File: config.mk
export PLATFORM = sky130hd
export DESIGN_NAME = relocatable_object_token_parser_core
export DESIGN_NICKNAME = d
export VERILOG_FILES = /design/src/hdl/rotp_pkg.sv /design/src/hdl/relocatable_object_token_parser_core.sv /design/src/hdl/rotp_parser.sv
export SDC_FILE = /design/constraint.sdc
export NUM_CORES = 1
export LEC_CHECK = 0
export ABC_AREA = 1
export BUFFER_PORTS_ARGS = -buffer_cell sky130_fd_sc_hd__buf_2
export CORE_AREA = 5 5 154 156
export DETAILED_ROUTE_END_ITERATION = 6
export DIE_AREA = 0 0 159 161
export GPL_ROUTABILITY_DRIVEN = 0
export PLACE_DENSITY_LB_ADDON = 0.25
export SLEW_MARGIN = 20
export SYNTH_ARGS = -nofsm -noshare
export SYNTH_HDL_FRONTEND = slang
export SYNTH_SLANG_ARGS = --single-unit
export TNS_END_PERCENT = 10
File: constraint.sdc
create_clock -name clk -period 9.6 [get_ports clk]
set_input_delay 0.48 -clock clk [delete_from_list [all_inputs] [get_ports clk]]
set_output_delay 0.48 -clock clk [all_outputs]
set_load 0.03 [all_outputs]
File: src/hdl/rotp_pkg.sv
// rotp_pkg: types and constants shared by the relocatable object token parser
// depends on: nothing
`timescale 1ns / 1ps

package rotp_pkg;

  localparam int unsigned LOC_W = 17;
  localparam logic [LOC_W-1:0] IMAGE_LIMIT = 17'h10000;

  // token bytes
  localparam logic [7:0] TOK_ABS       = 8'h00;
  localparam logic [7:0] TOK_PROG      = 8'h01;
  localparam logic [7:0] TOK_DATA      = 8'h02;
  localparam logic [7:0] TOK_COMMON    = 8'h03;
  localparam logic [7:0] TOK_LINK_ITEM = 8'h80;
  localparam logic [7:0] TOK_PAD       = 8'hFE;

  // control codes
  localparam logic [7:0] CTRL_MAX       = 8'd15;
  localparam logic [7:0] CTRL_ATYPE_MIN = 8'd5;
  localparam logic [7:0] CTRL_ATYPE_MAX = 8'd14;
  localparam logic [7:0] CTRL_NAME_MAX  = 8'd8;
  localparam logic [3:0] CTRL_SET_LOC   = 4'd11;
  localparam logic [3:0] CTRL_END_MOD   = 4'd14;
  localparam logic [3:0] CTRL_END_FILE  = 4'd15;
  localparam logic [3:0] CTRL_NAME_LAST = 4'd8;
  localparam logic [7:0] ATYPE_PROG     = 8'd1;

  // result kinds
  localparam logic [2:0] KIND_ABS      = 3'd0;
  localparam logic [2:0] KIND_WORD     = 3'd1;
  localparam logic [2:0] KIND_SPECIAL  = 3'd2;
  localparam logic [2:0] KIND_END_MOD  = 3'd3;
  localparam logic [2:0] KIND_END_FILE = 3'd4;
  localparam logic [2:0] KIND_BAD_TOK  = 3'd5;
  localparam logic [2:0] KIND_BAD_CTRL = 3'd6;

  typedef enum logic [3:0] {
    PH_TOKEN = 4'd0,
    PH_ABS   = 4'd1,
    PH_WLO   = 4'd2,
    PH_WHI   = 4'd3,
    PH_PAD1  = 4'd4,
    PH_PAD2  = 4'd5,
    PH_CTRL  = 4'd6,
    PH_ATYPE = 4'd7,
    PH_VLO   = 4'd8,
    PH_VHI   = 4'd9,
    PH_NLEN  = 4'd10,
    PH_NAME  = 4'd11
  } phase_t;

  typedef struct packed {
    logic [2:0]  kind;
    logic [15:0] address;
    logic [15:0] value;
    logic [1:0]  reloc_class;
    logic [3:0]  control;
    logic [7:0]  addr_type;
    logic [7:0]  name_length;
    logic [7:0]  module_index;
    logic        overflow;
  } rotp_result_t;

endpackage

File: src/hdl/relocatable_object_token_parser_core.sv
// relocatable_object_token_parser_core: input register, parser and result register
// depends on: rotp_pkg, rotp_parser
//
//   channel   direction  handshake               payload
//   in_       in         in_valid / in_ready     in_stream_byte
//   out_      out        out_valid / out_ready   kind, address, value, reloc_class,
//                                                control, addr_type, name_length,
//                                                module_index, overflow
//
// one byte per cycle sustained while out_ is not stalled; a taken byte goes into
// the input register, and its result goes from there into the result register
// rst_n is synchronous: parser state, module count and both valid flags clear
// a byte that gives no result moves on even while a result waits downstream
// a byte that gives a result waits in the input register until the result
// register frees up; after end file or a bad byte every request is dropped
`timescale 1ns / 1ps

module relocatable_object_token_parser_core import rotp_pkg::*; (
  input  logic        clk,
  input  logic        rst_n,
  input  logic        in_valid,
  output logic        in_ready,
  input  logic [7:0]  in_stream_byte,
  output logic        out_valid,
  input  logic        out_ready,
  output logic [2:0]  out_kind,
  output logic [15:0] out_address,
  output logic [15:0] out_value,
  output logic [1:0]  out_reloc_class,
  output logic [3:0]  out_control,
  output logic [7:0]  out_addr_type,
  output logic [7:0]  out_name_length,
  output logic [7:0]  out_module_index,
  output logic        out_overflow
);

  logic         in_valid_r, in_valid_nxt;
  logic [7:0]   in_byte_r, in_byte_nxt;
  logic         out_valid_r, out_valid_nxt;
  rotp_result_t out_r, out_nxt;
  rotp_result_t res;
  logic         emit, out_free, step;

  assign out_free = !out_valid_r || out_ready;
  assign step     = in_valid_r && (!emit || out_free);
  assign in_ready = !in_valid_r || step;

  rotp_parser u_parser (
    .clk         (clk),
    .rst_n       (rst_n),
    .step        (step),
    .stream_byte (in_byte_r),
    .emit        (emit),
    .result      (res)
  );

  always_comb begin
    in_valid_nxt = in_valid_r;
    in_byte_nxt  = in_byte_r;
    if (in_valid && in_ready) begin
      in_valid_nxt = 1'b1;
      in_byte_nxt  = in_stream_byte;
    end else if (step) begin
      in_valid_nxt = 1'b0;
    end
  end

  always_comb begin
    out_valid_nxt = out_valid_r;
    out_nxt       = out_r;
    if (step && emit) begin
      out_valid_nxt = 1'b1;
      out_nxt       = res;
    end else if (out_ready) begin
      out_valid_nxt = 1'b0;
    end
  end

  always_ff @(posedge clk) begin
    if (!rst_n) begin
      in_valid_r  <= 1'b0;
      out_valid_r <= 1'b0;
    end else begin
      in_valid_r  <= in_valid_nxt;
      out_valid_r <= out_valid_nxt;
    end
  end

  always_ff @(posedge clk) begin
    in_byte_r <= in_byte_nxt;
    out_r     <= out_nxt;
  end

  assign out_valid        = out_valid_r;
  assign out_kind         = out_r.kind;
  assign out_address      = out_r.address;
  assign out_value        = out_r.value;
  assign out_reloc_class  = out_r.reloc_class;
  assign out_control      = out_r.control;
  assign out_addr_type    = out_r.addr_type;
  assign out_name_length  = out_r.name_length;
  assign out_module_index = out_r.module_index;
  assign out_overflow     = out_r.overflow;

`ifndef SYNTH
  a_ovf_code_only: assert property (@(posedge clk) disable iff (!rst_n)
    (out_valid && out_overflow) |-> (out_kind == KIND_ABS || out_kind == KIND_WORD))
    else $error("overflow on a non-code result");

  a_class_word_only: assert property (@(posedge clk) disable iff (!rst_n)
    (out_valid && out_reloc_class != 2'd0) |-> (out_kind == KIND_WORD))
    else $error("relocation class on a non-word result");

  a_silent_after_stop: assert property (@(posedge clk) disable iff (!rst_n)
    (out_valid && out_ready && (out_kind == KIND_END_FILE ||
     out_kind == KIND_BAD_TOK || out_kind == KIND_BAD_CTRL)) |=> !out_valid)
    else $error("result after end of stream");

  a_stall_holds_byte: assert property (@(posedge clk) disable iff (!rst_n)
    !in_ready |-> (in_valid_r && emit && out_valid_r && !out_ready))
    else $error("input stalled without a blocked result");
`endif

endmodule

File: src/hdl/rotp_parser.sv
// rotp_parser: token state machine, location counter and result decode
// depends on: rotp_pkg
`timescale 1ns / 1ps

module rotp_parser import rotp_pkg::*; (
  input  logic         clk,
  input  logic         rst_n,
  input  logic         step,
  input  logic [7:0]   stream_byte,
  output logic         emit,
  output rotp_result_t result
);

  phase_t            phase_r, phase_nxt;
  logic [1:0]        token_class_r, token_class_nxt;
  logic [7:0]        low_byte_r, low_byte_nxt;
  logic [3:0]        control_code_r, control_code_nxt;
  logic [7:0]        address_type_r, address_type_nxt;
  logic [15:0]       item_value_r, item_value_nxt;
  logic [7:0]        name_total_r, name_total_nxt;
  logic [7:0]        name_left_r, name_left_nxt;
  logic [LOC_W-1:0]  loc_r, loc_nxt;
  logic [7:0]        module_count_r, module_count_nxt;
  logic              stopped_r, stopped_nxt;

  logic [LOC_W-1:0]  sum1, sum2;
  logic              ovf1, ovf2, fin;
  logic [7:0]        left_dec;

  assign sum1     = loc_r + LOC_W'(1);
  assign sum2     = loc_r + LOC_W'(2);
  assign ovf1     = (sum1 > IMAGE_LIMIT);
  assign ovf2     = (sum2 > IMAGE_LIMIT);
  assign left_dec = name_left_r - 8'd1;

  // next phase
  always_comb begin
    phase_nxt = phase_r;
    if (!stopped_r) begin
      case (phase_r)
        PH_TOKEN: begin
          if (stream_byte == TOK_ABS) begin
            phase_nxt = PH_ABS;
          end else if (stream_byte == TOK_PROG || stream_byte == TOK_DATA ||
                       stream_byte == TOK_COMMON) begin
            phase_nxt = PH_WLO;
          end else if (stream_byte == TOK_PAD) begin
            phase_nxt = PH_PAD1;
          end else if (stream_byte == TOK_LINK_ITEM) begin
            phase_nxt = PH_CTRL;
          end
        end
        PH_ABS:  phase_nxt = PH_TOKEN;
        PH_WLO:  phase_nxt = PH_WHI;
        PH_WHI:  phase_nxt = PH_TOKEN;
        PH_PAD1: phase_nxt = PH_PAD2;
        PH_PAD2: phase_nxt = PH_TOKEN;
        PH_CTRL: begin
          if (stream_byte > CTRL_MAX) begin
            phase_nxt = PH_TOKEN;
          end else if (stream_byte >= CTRL_ATYPE_MIN && stream_byte <= CTRL_ATYPE_MAX) begin
            phase_nxt = PH_ATYPE;
          end else if (stream_byte <= CTRL_NAME_MAX) begin
            phase_nxt = PH_NLEN;
          end else begin
            phase_nxt = PH_TOKEN;
          end
        end
        PH_ATYPE: phase_nxt = PH_VLO;
        PH_VLO:   phase_nxt = PH_VHI;
        PH_VHI: begin
          if (control_code_r <= CTRL_NAME_LAST) begin
            phase_nxt = PH_NLEN;
          end else begin
            phase_nxt = PH_TOKEN;
          end
        end
        PH_NLEN: begin
          if (stream_byte == 8'd0) begin
            phase_nxt = PH_TOKEN;
          end else begin
            phase_nxt = PH_NAME;
          end
        end
        PH_NAME: begin
          if (left_dec == 8'd0) begin
            phase_nxt = PH_TOKEN;
          end
        end
        default: phase_nxt = PH_TOKEN;
      endcase
    end
  end

  // datapath and result
  always_comb begin
    token_class_nxt  = token_class_r;
    low_byte_nxt     = low_byte_r;
    control_code_nxt = control_code_r;
    address_type_nxt = address_type_r;
    item_value_nxt   = item_value_r;
    name_total_nxt   = name_total_r;
    name_left_nxt    = name_left_r;
    loc_nxt          = loc_r;
    module_count_nxt = module_count_r;
    stopped_nxt      = stopped_r;
    fin              = 1'b0;
    emit             = 1'b0;
    result              = '0;
    result.address      = loc_r[15:0];
    result.module_index = module_count_r;
    if (!stopped_r) begin
      case (phase_r)
        PH_TOKEN: begin
          if (stream_byte == TOK_PROG || stream_byte == TOK_DATA ||
              stream_byte == TOK_COMMON) begin
            token_class_nxt = stream_byte[1:0];
          end else if (stream_byte != TOK_ABS && stream_byte != TOK_PAD &&
                       stream_byte != TOK_LINK_ITEM) begin
            stopped_nxt  = 1'b1;
            emit         = 1'b1;
            result.kind  = KIND_BAD_TOK;
            result.value = {8'h00, stream_byte};
          end
        end
        PH_ABS: begin
          loc_nxt         = ovf1 ? IMAGE_LIMIT : sum1;
          emit            = 1'b1;
          result.kind     = KIND_ABS;
          result.value    = {8'h00, stream_byte};
          result.overflow = ovf1;
        end
        PH_WLO: low_byte_nxt = stream_byte;
        PH_WHI: begin
          loc_nxt            = ovf2 ? IMAGE_LIMIT : sum2;
          emit               = 1'b1;
          result.kind        = KIND_WORD;
          result.value       = {stream_byte, low_byte_r};
          result.reloc_class = token_class_r;
          result.overflow    = ovf2;
        end
        PH_CTRL: begin
          if (stream_byte > CTRL_MAX) begin
            stopped_nxt  = 1'b1;
            emit         = 1'b1;
            result.kind  = KIND_BAD_CTRL;
            result.value = {8'h00, stream_byte};
          end else begin
            control_code_nxt = stream_byte[3:0];
            address_type_nxt = '0;
            item_value_nxt   = '0;
            name_total_nxt   = '0;
            name_left_nxt    = '0;
            fin = !(stream_byte >= CTRL_ATYPE_MIN && stream_byte <= CTRL_ATYPE_MAX) &&
                  !(stream_byte <= CTRL_NAME_MAX);
          end
        end
        PH_ATYPE: address_type_nxt = stream_byte;
        PH_VLO:   item_value_nxt = {8'h00, stream_byte};
        PH_VHI: begin
          item_value_nxt = {stream_byte, item_value_r[7:0]};
          fin = (control_code_r > CTRL_NAME_LAST);
        end
        PH_NLEN: begin
          name_total_nxt = stream_byte;
          name_left_nxt  = stream_byte;
          fin = (stream_byte == 8'd0);
        end
        PH_NAME: begin
          name_left_nxt = left_dec;
          fin = (left_dec == 8'd0);
        end
        default: fin = 1'b0;
      endcase
      if (fin) begin
        result.kind = KIND_SPECIAL;
        if (control_code_nxt == CTRL_SET_LOC && address_type_nxt == ATYPE_PROG) begin
          loc_nxt = '0;
        end
        if (control_code_nxt == CTRL_END_MOD) begin
          loc_nxt          = '0;
          module_count_nxt = module_count_r + 8'd1;
          result.kind      = KIND_END_MOD;
        end
        if (control_code_nxt == CTRL_END_FILE) begin
          stopped_nxt = 1'b1;
          result.kind = KIND_END_FILE;
        end
        emit                = 1'b1;
        result.address      = loc_nxt[15:0];
        result.value        = item_value_nxt;
        result.control      = control_code_nxt;
        result.addr_type    = address_type_nxt;
        result.name_length  = name_total_nxt;
        result.module_index = module_count_nxt;
      end
    end
  end

  always_ff @(posedge clk) begin
    if (!rst_n) begin
      phase_r        <= PH_TOKEN;
      token_class_r  <= '0;
      low_byte_r     <= '0;
      control_code_r <= '0;
      address_type_r <= '0;
      item_value_r   <= '0;
      name_total_r   <= '0;
      name_left_r    <= '0;
      loc_r          <= '0;
      module_count_r <= '0;
      stopped_r      <= 1'b0;
    end else if (step) begin
      phase_r        <= phase_nxt;
      token_class_r  <= token_class_nxt;
      low_byte_r     <= low_byte_nxt;
      control_code_r <= control_code_nxt;
      address_type_r <= address_type_nxt;
      item_value_r   <= item_value_nxt;
      name_total_r   <= name_total_nxt;
      name_left_r    <= name_left_nxt;
      loc_r          <= loc_nxt;
      module_count_r <= module_count_nxt;
      stopped_r      <= stopped_nxt;
    end
  end

endmodule
==> metrics.md, run 1 <==
| Metric | Value |
|---|---|
| Result of the run | `finished clean` |
| Leakage power of the design | `3.90 nW` |
| Type of destination of the critical path | `flop` |
| Startpoint type of the worst setup path | `flop` |
| # rows | `between 50 and 60` |
| Pre-antenna DRT Iters | `5` |
| Portion of synthesized cell area occupied by the leading cell type | `0.254` |
| First-iteration detailed-routing DRC count | `544` |
| Die Outline Area | `between 20000 and 30000 µm²` |
| Number of buffers inserted during clock tree synthesis | `17` |
| Flip-flop and latch count after synthesis | `160` |
| Number of antenna violations at the first check in global routing | `0` |
| Worst-case headroom to the max-slew limit | `0.379` |
| Cells after Synth | `1190` |
| Number of filler instances in the final layout | `2262` |
| H-Tree Depth | `4` |
| Data required time of the critical path | `9.85 ns` |
| Clock root buffer master | `sky130_fd_sc_hd__clkbuf_16` |
| Power per Cell Area | `161 nW/µm²` |
| Die outline height | `161 µm` |
| Peak supply drop | `0.0000802 V` |
| Remaining global-route overflow | `0` |
| Final worst path period share | `0.368` |
| I/O pin count | `80` |
| Max Cap Viol | `0` |
| Maximum root-to-sink buffer count | `2` |
| Clock tree from TritonCTS | `built` |
| Count of synthesis-stage warnings from yosys | `0` |
| Floorplan Core Area | `22200 µm²` |
| Worst min path class | `in -> reg` |
| Antenna diode count | `0` |
| Upper clock frequency limit | `about 280 MHz` |
| Number of hold buffers added after CTS | `0` |
| Setup repair after global routing missed its margin | `false` |
| Data arrival time at the worst-slack endpoint | `3.78 ns` |
| Maximum number of pins on one net before global-route repair | `80` |
| Area added between synthesis and finish | `12.9%` |
| Cell taking the most area after synthesis | `sky130_fd_sc_hd__edfxtp_1` |
| Post-route DRC violation count | `0` |
| Drt via density | `5.18` |
| Count of cell types in the netlist | `39` |
| Sink count of the clock tree | `between 150 and 200` |
| Setup bufs post-CTS | `0` |
| Final core utilization | `0.444` |
| Cells resized by post-CTS repair | `0` |
| Count of pins over their slew limit | `0` |
| Routed wirelength normalized by instance count | `16.2 µm` |
| Half-perimeter wire length after detailed placement | `16900 µm` |
| Min Clock Period, post-route | `3.53 ns` |
| Largest cells by area after synthesis | `sky130_fd_sc_hd__edfxtp_1, sky130_fd_sc_hd__dfxtp_1, sky130_fd_sc_hd__nand2_1` |
| Net count of the finished layout | `about 1300` |
| Total nets after synthesis | `1208` |
| Setup Crit Path Kind | `reg -> reg` |
| Total routed wirelength | `around 25000 µm` |
| Global-route wire length before repair | `39600 µm` |
| Number of global-route vias before repair | `approximately 7400` |
| Post-route clock skew | `0.0178 ns` |
| Sequential fraction of the synthesis area | `0.452` |
| Routed vias | `7983` |
| Final setup TNS | `0 ns` |
| Count of endpoints failing hold in the final timing report | `0` |
| Highest fanout seen on the critical path | `53` |
| Cell area after technology mapping | `8730 µm²` |
| Ratio of cells with drive above 1 in the final layout | `0.139` |
| Count of port buffers added during placement | `79` |
| Effective utilization at floorplan | `0.393` |
| Number of setup violations in the final report | `0` |
| Synthesized area per cell | `between 7 and 8 µm²` |
| Remaining antenna violation count after routing | `0` |
| Clock Pin Slew Worst Setup and Hold Paths | `0.08 ns` |
| Tightest Pin Transition | `0.930 ns` |
| Clk_lat worst skew | `0.45 ns` |
| Global routing usage summed across all routing layers | `0.190` |
| Die Wd | `159 µm` |
==> cell families after synthesis <==
kind of cell               synth area share
and+or+nand+nor                       0.310
AOI/OAI and AO/OA                     0.132
buffers and inverters                0.0840
DFF                                   0.452
xor gates and xnor gates             0.0140
adders and majority gates           0.00860
==> cell type report <==
| cell class | instances | area [µm²] | area share |
|---|---|---|---|
| Clock inverter | 15 | 185 | 0.0188 |
| Inverter | 124 | 465 | 0.0472 |
| Timing Repair Buffer | 81 | 423 | 0.0429 |
| Multi-Input combinational cell | 858 | 4060 | 0.412 |
| Clock buffer | 17 | 425 | 0.0431 |
| Sequential cell | 160 | 3940 | 0.400 |
| Tap cell | 285 | 357 | 0.0362 |
==> synth_stat cells <==
| cell | instances |
|---|---|
| sky130_fd_sc_hd__nor2_2 | 14 |
| sky130_fd_sc_hd__o21bai_1 | 1 |
| sky130_fd_sc_hd__buf_1 | 3 |
| sky130_fd_sc_hd__buf_2 | 13 |
| sky130_fd_sc_hd__nand3_1 | 101 |
| sky130_fd_sc_hd__o211ai_1 | 1 |
| sky130_fd_sc_hd__nand3b_1 | 1 |
| sky130_fd_sc_hd__inv_2 | 12 |
| sky130_fd_sc_hd__a31oi_1 | 1 |
| sky130_fd_sc_hd__o21ai_1 | 17 |
| sky130_fd_sc_hd__nand2_1 | 301 |
| sky130_fd_sc_hd__nand2_4 | 2 |
| sky130_fd_sc_hd__a22o_1 | 1 |
| sky130_fd_sc_hd__o21ai_0 | 72 |
| sky130_fd_sc_hd__buf_4 | 7 |
| sky130_fd_sc_hd__nand4_1 | 18 |
| sky130_fd_sc_hd__edfxtp_1 | 74 |
| sky130_fd_sc_hd__nor2_4 | 3 |
| sky130_fd_sc_hd__o311ai_0 | 1 |
| sky130_fd_sc_hd__nor2_8 | 2 |
| sky130_fd_sc_hd__o2111ai_1 | 2 |
| sky130_fd_sc_hd__a22oi_1 | 14 |
| sky130_fd_sc_hd__ha_1 | 6 |
| sky130_fd_sc_hd__clkinv_1 | 2 |
| sky130_fd_sc_hd__nand3_2 | 1 |
| sky130_fd_sc_hd__nor3_2 | 1 |
| sky130_fd_sc_hd__nand2_2 | 18 |
| sky130_fd_sc_hd__o22ai_1 | 15 |
| sky130_fd_sc_hd__buf_6 | 6 |
| sky130_fd_sc_hd__dfxtp_1 | 86 |
| sky130_fd_sc_hd__inv_1 | 110 |
| sky130_fd_sc_hd__nor2_1 | 156 |
| sky130_fd_sc_hd__o21ai_2 | 5 |
| sky130_fd_sc_hd__nor3_1 | 8 |
| sky130_fd_sc_hd__clkbuf_1 | 19 |
| sky130_fd_sc_hd__or2_2 | 2 |
| sky130_fd_sc_hd__a41oi_1 | 1 |
| sky130_fd_sc_hd__a21oi_1 | 79 |
| sky130_fd_sc_hd__xor2_1 | 14 |
==> worst max-delay path: stages, from the launching register on <==
cell,delay (ns)
sky130_fd_sc_hd__dfxtp_1,0.49
sky130_fd_sc_hd__inv_1,0.10
sky130_fd_sc_hd__nor2_1,0.13
sky130_fd_sc_hd__nand2_1,0.37
sky130_fd_sc_hd__o21ai_1,0.25
sky130_fd_sc_hd__nor2_1,0.09
sky130_fd_sc_hd__nand2_2,0.09
sky130_fd_sc_hd__inv_2,0.08
sky130_fd_sc_hd__nor2_8,0.60
sky130_fd_sc_hd__inv_2,0.41
sky130_fd_sc_hd__nor2_4,0.50
sky130_fd_sc_hd__nand2_1,0.09
sky130_fd_sc_hd__o21ai_0,0.12
==> path summary, 6_finish.rpt <==
check / startpoint / cells past startpoint / slack (ns) / to
max: u_parser.phase_r[1] / 12 / 6.07 / out_address[0]
max reg2reg: u_parser.phase_r[1] / 12 / 6.07 / out_address[0]
min reg2reg: u_parser.name_total_r[0] / 2 / 0.44 / u_parser.name_total_r[0]
min: in_stream_byte[6] / 1 / 0.22 / in_byte_r[6]
==> flip-flops by register name, summed over array words and instances, names as in the netlist, 16 cells and up <==
signal / cells
out_address: 16
out_value: 16
u_parser.item_value_r: 16
u_parser.loc_r: 17
==> report_power, final <==
part           switching [W]  total [W]  internal, W
Combinational      0.0000927   0.000123    0.0000303
Sequential         0.0000147   0.000753     0.000738
Clock               0.000351   0.000707     0.000357
==> cells in the final DEF, fill, tap and decap left out, drive strengths merged, types with 2 or more instances in the layout <==
cell type and n:
nand2 321, nor2 175, inv 131, nand3 102, o21ai 94, dfxtp 86
buf 81, a21oi 79, edfxtp 74, nand4 18, clkbuf 17, o22ai 15
xor2 14, a22oi 14, nor3 9, clkinv 7, ha 6, or2 2
o2111ai 2
==> metal layers <==
| metal | wire length [µm] | track usage | up-vias |
|---|---|---|---|
| li1 | - | - | 4025 |
| met4 | 522 | 0.0632 | 0 |
| met1 | 11200 | 0.250 | 3693 |
| met2 | 12100 | 0.320 | 230 |
| met3 | 1180 | 0.0288 | 35 |
| met5 | 0 | 0 | - |
==> per-stage QoR <==
stage / power, W / instance area, µm² / hold WS [ns] / instances / worst slack (ns)
3_5_place_dp: 0.000891 / 9230 / 0.435 / 1507 / 6.15
3_3_place_gp: 0.000890 / 9230 / 0.427 / 1507 / 6.27
2_1_floorplan: 0.000854 / 8730 / 0.420 / 1190 / 6.22
6_report: 0.00158 / 9860 / 0.221 / 1540 / 6.07
5_1_grt: 0.00163 / 9860 / 0.223 / 1540 / 5.69
4_1_cts: 0.00159 / 9840 / 0.218 / 1539 / 6.12
No activity file was read; power rests on OpenSTA's default activity.
==> inputs of run 2 (changes only) <==
==> constraint.sdc (replaced) <==
create_clock -name clk -period 3 [get_ports clk]
set_input_delay 0.15 -clock clk [delete_from_list [all_inputs] [get_ports clk]]
set_output_delay 0.15 -clock clk [all_outputs]
set_load 0.03 [all_outputs]
==> metrics.md, run 2 (synthesis results as in run 1) <==
| Metric | Value |
|---|---|
| Count of port buffers added during placement | `79` |
| Worst-case register-to-register setup slack | `between 0.3 and 0.4 ns` |
| Highest fanout seen on the critical path | `9` |
| Setup slack after layout | `0.275 ns` |
| Clock root buffer master | `sky130_fd_sc_hd__clkbuf_16` |
| Worst reg2reg path endpoint | `out_value[3]` |
| Remaining antenna violation count after routing | `0` |
| Upper clock frequency limit | `367 MHz` |
| Routed wirelength normalized by instance count | `15.9 µm` |
| Sink count of the clock tree | `160` |
| Post-route DRC violation count | `0` |
| Power per Cell Area | `about 490 nW/µm²` |
| Drt via density | `roughly 5.2` |
| Result of the run | `finished clean` |
| Number of global-route vias before repair | `about 7900` |
| Commonest non-fill, non-tap cells in the layout | `sky130_fd_sc_hd__nand2_1, sky130_fd_sc_hd__nor2_1, sky130_fd_sc_hd__inv_1, sky130_fd_sc_hd__nand3_1, sky130_fd_sc_hd__dfxtp_1` |
| Final worst path period share | `0.908` |
| Global routing usage summed across all routing layers | `0.194` |
| Global-route wire length before repair | `~40000 µm` |
| Count of pins over their slew limit | `0` |
| Flip-flop count of the largest register after layout | `17` |
| H-Tree Depth | `4` |
| Worst reg-to-reg path cell count | `14` |
| Max Cap Viol | `0` |
| Final non-filler cell area | `10200 µm²` |
| Floorplan Core Area | `22200 µm²` |
| Clk_lat worst skew | `0.44 ns` |
| Reg-to-reg startpoint | `in_byte_r[0]` |
| Dpl ws | `0.316 ns` |
| Cell total after placement | `1532` |
| First-iteration detailed-routing DRC count | `about 650` |
| Die outline height | `161 µm` |
| HP Start | `out_ready` |
| Number of setup violations in the final report | `0` |
| Total routed wirelength | `approximately 25000 µm` |
| Post-route clock skew | `0.0100 ns` |
| Clock tree from TritonCTS | `built` |
| Leakage power of the design | `4.06 nW` |
| I/O pin count | `80` |
| Die Wd | `159 µm` |
| Effective utilization at floorplan | `0.393` |
| Number of antenna violations at the first check in global routing | `0` |
| Final Instance Count excl. Fillers | `~1600` |
| # rows | `55` |
| Tightest Pin Transition | `0.736 ns` |
| Clock Pin Slew Worst Setup and Hold Paths | `approximately 0.070 ns` |
| Startpoint type of the worst setup path | `flop` |
| Type of destination of the critical path | `primary output` |
| Area post-placement | `9490 µm²` |
| Hold Path Cell Cnt | `4` |
| Min Clock Period, post-route | `2.73 ns` |
| Half-perimeter wire length after detailed placement | `17500 µm` |
| Routed vias | `around 8200` |
| Worst-case headroom to the max-slew limit | `0.508` |
| Number of buffers inserted during clock tree synthesis | `17` |
| Most frequent standard cell in the layout excluding fill and tap cells | `sky130_fd_sc_hd__nand2_1` |
| Net count of the finished layout | `1293` |
| Worst Hold Path EP | `out_valid` |
| Data required time of the critical path | `around 2.9 ns` |
| Maximum root-to-sink buffer count | `2` |
| Ratio of cells with drive above 1 in the final layout | `0.159` |
| Area added between synthesis and finish | `16.5%` |
| Data arrival time at the worst-slack endpoint | `approximately 2.6 ns` |
| Setup repair after global routing missed its margin | `false` |
| Die Outline Area | `approximately 26000 µm²` |
| Worst min path class | `in -> reg` |
| Peak supply drop | `0.000303 V` |
| Number of filler instances in the final layout | `2294` |
| Antenna diode count | `0` |
| Count of endpoints failing hold in the final timing report | `0` |
| Setup Crit Path Kind | `reg -> out` |
| Pre-antenna DRT Iters | `5` |
| Register with the most flip-flops | `u_parser.loc_r` |
| Maximum number of pins on one net before global-route repair | `53` |
| Final setup TNS | `0 ns` |
| Remaining global-route overflow | `0` |
## run 2: cell types whose count changed in the layout (fill, tap and decap cells not counted), sizes merged
cell,delta
buf,+24
clkinvlp,+1
dlygate4sd3,+9
inv,-1
## run 2: per-stage QoR
step | hold slack (ns) | util | total power [W]
global placement | 0.342 | 0.427 | 0.00288
global route | 0.0722 | 0.458 | 0.00521
CTS | 0.0569 | 0.457 | 0.00506
detailed placement | 0.336 | 0.427 | 0.00288
floorplan | 0.249 | - | 0.00274
finish | 0.0650 | 0.458 | 0.00502
## run 2: area by class of cell
cell class                 count  area, µm²  area share
clock buffer                  17        425      0.0418
tap                          285        357      0.0351
clock inverter                15        161      0.0159
inverter                     124        469      0.0461
multi-input combinational    858       4080       0.401
timing repair buffer         114        731      0.0718
sequential                   160       3950       0.388
## run 2: metal layers
layer	part of all wire	GRT usage	wire (µm)
met5	0	0	0
met4	0.022	0.0667	549
met3	0.053	0.0342	1330
met2	0.49	0.334	12200
met1	0.44	0.248	10900
## run 2: worst max-delay path by stage
stage | startpoint | to | slack (ns) | cells after the start
final | in_byte_r[0] | in_ready | 0.27 | 11
after CTS | in_byte_r[0] | in_ready | 0.14 | 11
after floorplan | u_parser.name_left_r[0] | out_addr_type[0] | 0.0003 | 16
after global routing | u_parser.name_left_r[0] | in_ready | 0.05 | 14
after global placement | in_byte_r[0] | in_byte_r[3] | 0.29 | 12
after detailed placement | in_byte_r[0] | in_byte_r[3] | 0.32 | 12
## run 2: power by group
part           total, W  internal [W]  leakage [nW]  switching, W
Sequential      0.00241       0.00236          1.42     0.0000457
Clock           0.00218       0.00112         0.287       0.00106
Combinational  0.000431      0.000125          2.35      0.000305
Total           0.00502       0.00361          4.06       0.00141
## run 2: timing repair
item                                    4_1_cts  5_1_grt
gates resized for setup                       0        1
setup buffers                                 0        0
endpoints found under the hold margin         9        0
endpoints found under the setup margin        0        1
hold buffers                                  9        0
## run 2: critical path, stage by stage (launching register included)
cell,delay (ns)
sky130_fd_sc_hd__edfxtp_1,0.52
sky130_fd_sc_hd__inv_2,0.24
sky130_fd_sc_hd__nand2_2,0.10
sky130_fd_sc_hd__nor2_2,0.12
sky130_fd_sc_hd__nand2_1,0.11
sky130_fd_sc_hd__o21ai_1,0.16
sky130_fd_sc_hd__nor2_1,0.09
sky130_fd_sc_hd__nand2_2,0.09
sky130_fd_sc_hd__inv_2,0.08
sky130_fd_sc_hd__a21oi_2,0.23
sky130_fd_sc_hd__nand3_1,0.15
sky130_fd_sc_hd__buf_2,0.22
